===== src/hdl/qrsb_pkg.sv =====
// ----------------------------------------------------------------------------
// qrsb_pkg: shared types and constants for the quartic root scanner
// Holds the default parameters, register indexes and sequencer states.
// ----------------------------------------------------------------------------
package qrsb_pkg;

    localparam int DEF_MAX_ROOTS     = 8;
    localparam int DEF_FRACTION_BITS = 24;

    localparam int DATA_W  = 32;
    localparam int TOL_W   = 25;
    localparam int SUB_W   = 10;
    localparam int CFG_W   = 25;
    localparam int NUM_W   = 3;

    localparam logic CFG_TOLERANCE    = 1'b0;
    localparam logic CFG_SUBDIVISIONS = 1'b1;

    localparam logic [TOL_W-1:0] TOL_RESET = 25'd16777;
    localparam logic [SUB_W-1:0] SUB_RESET = 10'd100;

    typedef enum logic [3:0] {
        ST_IDLE,
        ST_DIV,
        ST_SIGN_LO,
        ST_SCAN,
        ST_REF_INIT,
        ST_REF_TEST,
        ST_REF_MID,
        ST_EMIT,
        ST_NONE
    } state_t;

    typedef struct packed {
        logic start;
    } req_t;

endpackage


===== src/hdl/qrsb_divider.sv =====
// ----------------------------------------------------------------------------
// qrsb_divider: restoring divider, one quotient bit per cycle
// Computes floor(span / n) for the step width of the scan grid.
// ----------------------------------------------------------------------------
module qrsb_divider (
    input  logic                         clk,
    input  logic                         rst_n,
    input  logic                         start,
    input  logic [qrsb_pkg::DATA_W:0]    dividend,
    input  logic [qrsb_pkg::SUB_W-1:0]   divisor,
    output logic                         done,
    output logic [qrsb_pkg::DATA_W:0]    quotient
);
    localparam int NW = qrsb_pkg::DATA_W + 1;
    localparam int CW = $clog2(NW + 1);

    logic [NW-1:0]                  quo_reg, quo_next;
    logic [qrsb_pkg::SUB_W:0]       rem_reg, rem_next;
    logic [CW-1:0]                  cnt_reg, cnt_next;
    logic                           run_reg, run_next;
    logic                           done_reg, done_next;
    logic [qrsb_pkg::SUB_W:0]       trial;

    assign trial = {rem_reg[qrsb_pkg::SUB_W-1:0], quo_reg[NW-1]};

    always_comb
    begin
        quo_next  = quo_reg;
        rem_next  = rem_reg;
        cnt_next  = cnt_reg;
        run_next  = run_reg;
        done_next = 1'b0;
        if (start)
        begin
            quo_next = dividend;
            rem_next = '0;
            cnt_next = CW'(NW);
            run_next = 1'b1;
        end
        else if (run_reg)
        begin
            if (trial >= {1'b0, divisor})
            begin
                rem_next = trial - {1'b0, divisor};
                quo_next = {quo_reg[NW-2:0], 1'b1};
            end
            else
            begin
                rem_next = trial;
                quo_next = {quo_reg[NW-2:0], 1'b0};
            end
            cnt_next = cnt_reg - CW'(1);
            if (cnt_reg == CW'(1))
            begin
                run_next  = 1'b0;
                done_next = 1'b1;
            end
        end
    end

    always_ff @(posedge clk or negedge rst_n)
    begin
        if (!rst_n)
        begin
            run_reg  <= 1'b0;
            done_reg <= 1'b0;
        end
        else
        begin
            run_reg  <= run_next;
            done_reg <= done_next;
        end
    end

    always_ff @(posedge clk)
    begin
        quo_reg <= quo_next;
        rem_reg <= rem_next;
        cnt_reg <= cnt_next;
    end

    assign done     = done_reg;
    assign quotient = quo_reg;
endmodule


===== config.mk =====
export PLATFORM = sky130hd
export DESIGN_NAME = qrsb_divider
export DESIGN_NICKNAME = d
export VERILOG_FILES = /design/src/hdl/qrsb_pkg.sv /design/src/hdl/qrsb_divider.sv
export SDC_FILE = /design/constraint.sdc
export NUM_CORES = 1
export LEC_CHECK = 0
export BUFFER_PORTS_ARGS = -buffer_cell sky130_fd_sc_hd__buf_4
export CAP_MARGIN = 30
export CORE_MARGIN = 2
export CORE_UTILIZATION = 52
export CTS_CLUSTER_DIAMETER = 30
export CTS_CLUSTER_SIZE = 25
export DETAILED_ROUTE_END_ITERATION = 8
export PLACE_DENSITY = 0.8
export SLEW_MARGIN = 20
export SYNTH_ARGS = -nofsm -noshare
export SYNTH_HDL_FRONTEND = slang
export SYNTH_SLANG_ARGS = --single-unit

===== constraint.sdc =====
create_clock -name clk -period 2.4 [get_ports clk]
set_clock_uncertainty 0.05 [all_clocks]
set_input_delay 0.36 -clock clk [delete_from_list [all_inputs] [get_ports clk]]
set_output_delay 0.36 -clock clk [all_outputs]
set_load 0.005 [all_outputs]

After elaboration in Yosys (flattened, before gate mapping)
Cells that the tools add are included.
Word-level totals
  flip-flop bits (word level): 51
  latch bits: 0
  RAM bits: 0
  bits in read-only memories: 0
  bits of input ports: 46
  output and inout port bits: 34
  logic and storage cells: 20
  memories: 0
Operators by class
  add/sub/neg operators: 2
  multiply operators: 0
  divide/modulo/power cells: 0
  magnitude comparators: 1
  eq/ne operators: 1
  shifts and indexed selects: 0
  mux-type cells: 10
  bitwise gates (word level): 0
  reduce and logical (&&, ||, !) cells: 1
Operator list (number)
  2-to-1 mux 33 bit: 2
  >= comparator 11 x 10 -> 1 bit: 1
  2-to-1 mux 10 bit: 1
  subtractor 10 bit: 1
  2-to-1 mux 1 bit: 7
  == test 6 x 1 -> 1 bit, second input constant: 1
  subtractor 6 x 1 -> 6 bit, second input constant: 1
  nonzero test 2 bit: 1

Logic depth before layout (Yosys ltp)
  word-level depth: 4
  gate-level depth with buffers: 9
  mapped depth without buffers: 9

Worst setup path after synthesis
Ideal clock, no wire load.
  path type: input to register
  start point: input divisor[6] (netlist name)
  end point: register rem_reg[7] (netlist name)
  library setup time: 0.069 ns
  data arrival time: 2.093 ns
  required time: 2.281 ns
  setup slack: 0.188 ns
  cell stages on the path: 7
  buffers on the path: 0
  cell sequence: inv_1 -> ha_1 -> a21o_2 -> o31ai_4 -> mux2_4 -> or4_1 -> o21ai_1
Between the ends
  word-level cells in the longest chain between the ends: 2
  elaborated cells between the ends (all ways): 3
  classes of those cells: add/sub (1); order compare (1); mux (1)
Ends and longest elaborated chain
  start, declared: RTL line qrsb_divider.sv:10  | input logic [qrsb_pkg::SUB_W-1:0] divisor,
  subtractor 10 bit or >= comparator 11 x 10 -> 1 bit (tied branches): RTL line qrsb_divider.sv:44, qrsb_divider.sv:42
  2-to-1 mux 10 bit *: RTL line qrsb_divider.sv:42  | if (trial >= {1'b0, divisor})
  end signal, assigned: RTL line qrsb_divider.sv:78  | rem_reg <= rem_next;
  end, declared: RTL line qrsb_divider.sv:18  | logic [qrsb_pkg::SUB_W:0] rem_reg, rem_next;
Mark *: on every way between the ends. The rest lies on a longest branch, timed or not.
A chain may end at the register's enable or synchronous reset.

Final worst setup path
  start point: register quo_reg[32], in the netlist quotient[32]
  end point: register rem_reg[8] (netlist name)
Between the ends
  word-level cells in the longest chain between the ends: 2
  elaborated cells between the ends (all ways): 3
  classes of those cells: add/sub (1); order compare (1); mux (1)
Ends and longest elaborated chain
  start, declared: RTL line qrsb_divider.sv:17  | logic [NW-1:0] quo_reg, quo_next;
  start signal, assigned: RTL line qrsb_divider.sv:77  | quo_reg <= quo_next;
  subtractor 10 bit or >= comparator 11 x 10 -> 1 bit (tied branches): RTL line qrsb_divider.sv:44, qrsb_divider.sv:42
  2-to-1 mux 10 bit *: RTL line qrsb_divider.sv:42
Marked as above.

==> metrics.cfg <==
[finish]
largest_register_ff_count=33
antennaDiodeCount=0
utilization=0.6967
fin_nets=377
drive_gt1_frac=0.4295
area_growth_pct=29.75

[power_and_ir_drop]
power-per-cell-area_nw_per_um2=899.5
vdd_drop_max_mv=0.4915
power_mw=3.181
p_leak_nw=1.530

[detailed_routing]
num_vias=2029
drtIter0Drc=54
wire_per_inst_microns=14.87
first_pass_iters=4
routed_via_density=5.216
drc=0
wl_mm=5.784
antenna_left=0

[sta]
setup-tns-final_ps=0
relSlewSlack=0.7243
final.period_utilization=0.9305
rsz0062_at_grt=false
final-hold-violation-count=0
fmax_mhz=447.8
worst_slew_pin_slew_ps=413.6
setup_viol=0
period_minus_slack_ps=2233
finalMaxSlewViolations=0

[cts]
h-tree-depth=2
cts_tree=done
clkTransAtPathRegs_ps=90
cts_buffers=5
cts_resized=0
ctsHoldBuffers=1
post_cts_buffers=0
root_buffer=clkbuf_8
cts_sinks=51
insertion_delay_ps=310
cts_buffer_depth=2

[floorplanning]
initial_core_util=0.5370
die_x_microns=76.39
core_sq_um=5075
rows=26
dieArea_sq_um=5835
ioPinCount=80
fp.dieH_microns=76.39

[critical_path]
cp_top_family=compound AO/OA/AOI/OAI gates
max_stage_delay_ps=410
crit_chain=inv_1 > ha_1 > fa_1 > nor2b_1 > o31a_1 > o41ai_1 > xnor2_1 > nand2_1 > a211oi_1
ff2ff_path_depth=9
critPathMaxFanout=3
crit_required_ps=2580
worst-endpoint-arrival_ps=2410
slowest_stage=edfxtp_1
r2r_slack_ps=170
reg2reg_to=rem_reg[8]
cp-end-kind=register
cp-start-kind=register
critical_path_buf_inv_count=1
worstReg2RegStart=quotient[32]
crit_type=reg2reg

[global_route]
grt_pass1_wl_mm=9.591
grt_overflow=0
antenna_found_initial=0
groute.usage.overall=0.2044
grt_max_degree=38
first_global_vias=1970

[yosys]
netlist_area_sq_um=2725
synth.yosys.seq_area_share=0.4995
syn_area_per_cell_sq_um=11.75
synth-seq-cells=51
synth_nets=291
synth_cell_types=46
synth_ff_type=edfxtp_1
synth_edf_count=33
yosysWarnings=0
async_flop_share=0.03922
synthCells=232

[placement]
port_buffers=79
post-dp-hpwl_mm=4.410
globalplace.congestion=0.8533

[worst_hold_path]
min-delay-path-class=in2reg
hold_depth=2
holdPathEnd=quotient[8]
worst_hold_startpoint=dividend[8]

[job]
cap_violations=0

[status]
status=finished clean

[routing by layer]
metal | routed length (microns) | part of all wire | vias up | global-route usage
met5 | 0 | 0 | - | 0
met4 | 61 | 0.011 | 0 | 0.04909
met3 | 360 | 0.062 | 6 | 0.04384
met2 | 2744 | 0.47 | 70 | 0.3389
met1 | 2618 | 0.45 | 939 | 0.2760
li1 | - | - | 1014 | -
[worst max-delay path by stage]
stage	start	endpoint	slack [ps]	cells past startpoint
after floorplan	divisor[6]	rem_reg[7]	190	7
after global placement	divisor[2]	rem_reg[7]	150	9
after detailed placement	divisor[9]	rem_reg[0]	90	9
after CTS	quotient[32]	rem_reg[8]	170	9
after global routing	quotient[32]	rem_reg[4]	20	9
final	quotient[32]	rem_reg[8]	170	9
[stage by stage]
stage / instances / instance area (sq um) / setup WS (ps) / hold WS, ps
floorplan: 232 / 2725 / 187.6 / 14.41
global placement: 380 / 3441 / 148.7 / 95.05
detailed placement: 380 / 3441 / 91.31 / 93.61
CTS: 389 / 3536 / 173.9 / 291.8
global route: 389 / 3536 / 22.60 / 290.8
finish: 389 / 3536 / 166.7 / 296.3
[cells in the mapped netlist (5+ instances only)]
cell type,n,area (sq um)
clkbuf_1,8,30.03
nand2_1,9,33.78
mux2_2,32,360.4
o21ai_0,5,25.02
ha_1,12,150.1
nor2_1,22,82.58
edfxtp_1,33,991.0
inv_1,17,63.81
xnor2_1,7,61.31
a211oi_1,7,52.55
dfxtp_1,16,320.3
a21oi_1,9,45.04
mux2i_1,5,50.05
[cell type report]
class / instances / area [sq um]
inverter: 17 / 63.81
tap: 70 / 87.58
sequential: 51 / 1361
multi-input combinational: 156 / 1270
timing repair buffer: 87 / 668.1
fill: 392 / 1539
clock buffer: 6 / 72.57
clock inverter: 2 / 12.51
[cells in the final DEF, fill, tap and decap left out, drive strengths merged, types with 2 or more instances in the layout]
master  count
xor2        2
mux2i       5
dfxtp      16
nand3       2
inv        17
a21oi      10
ha         12
a21o        3
nor2b       4
nor3        5
dfrtp       2
mux2       34
o21ai       7
nand2      10
a211oi      9
buf        86
edfxtp     33
o31a        2
o31ai       2
xnor2       7
nor2       22
clkbuf      6
a31oi       2
nand2b      4
[cell families after synthesis]
logic type      count (synthesis)  synth area share
flops                          51            0.4995
simple gates                   53           0.09413
compound gates                 42            0.1189
fa+ha+maj                      13           0.06244
buf+inv                        25           0.03444
mux                            39            0.1616
xor+xnor                        9           0.02893
[report_power, final]
group | internal [mW] | switching (mW) | leakage, nW
clock network | 0.204 | 0.279 | 0.0412
logic | 0.696 | 0.624 | 0.984
registers | 1.21 | 0.171 | 0.505
total | 2.11 | 1.07 | 1.53
Note: power is estimated with default switching activity, not from simulation.
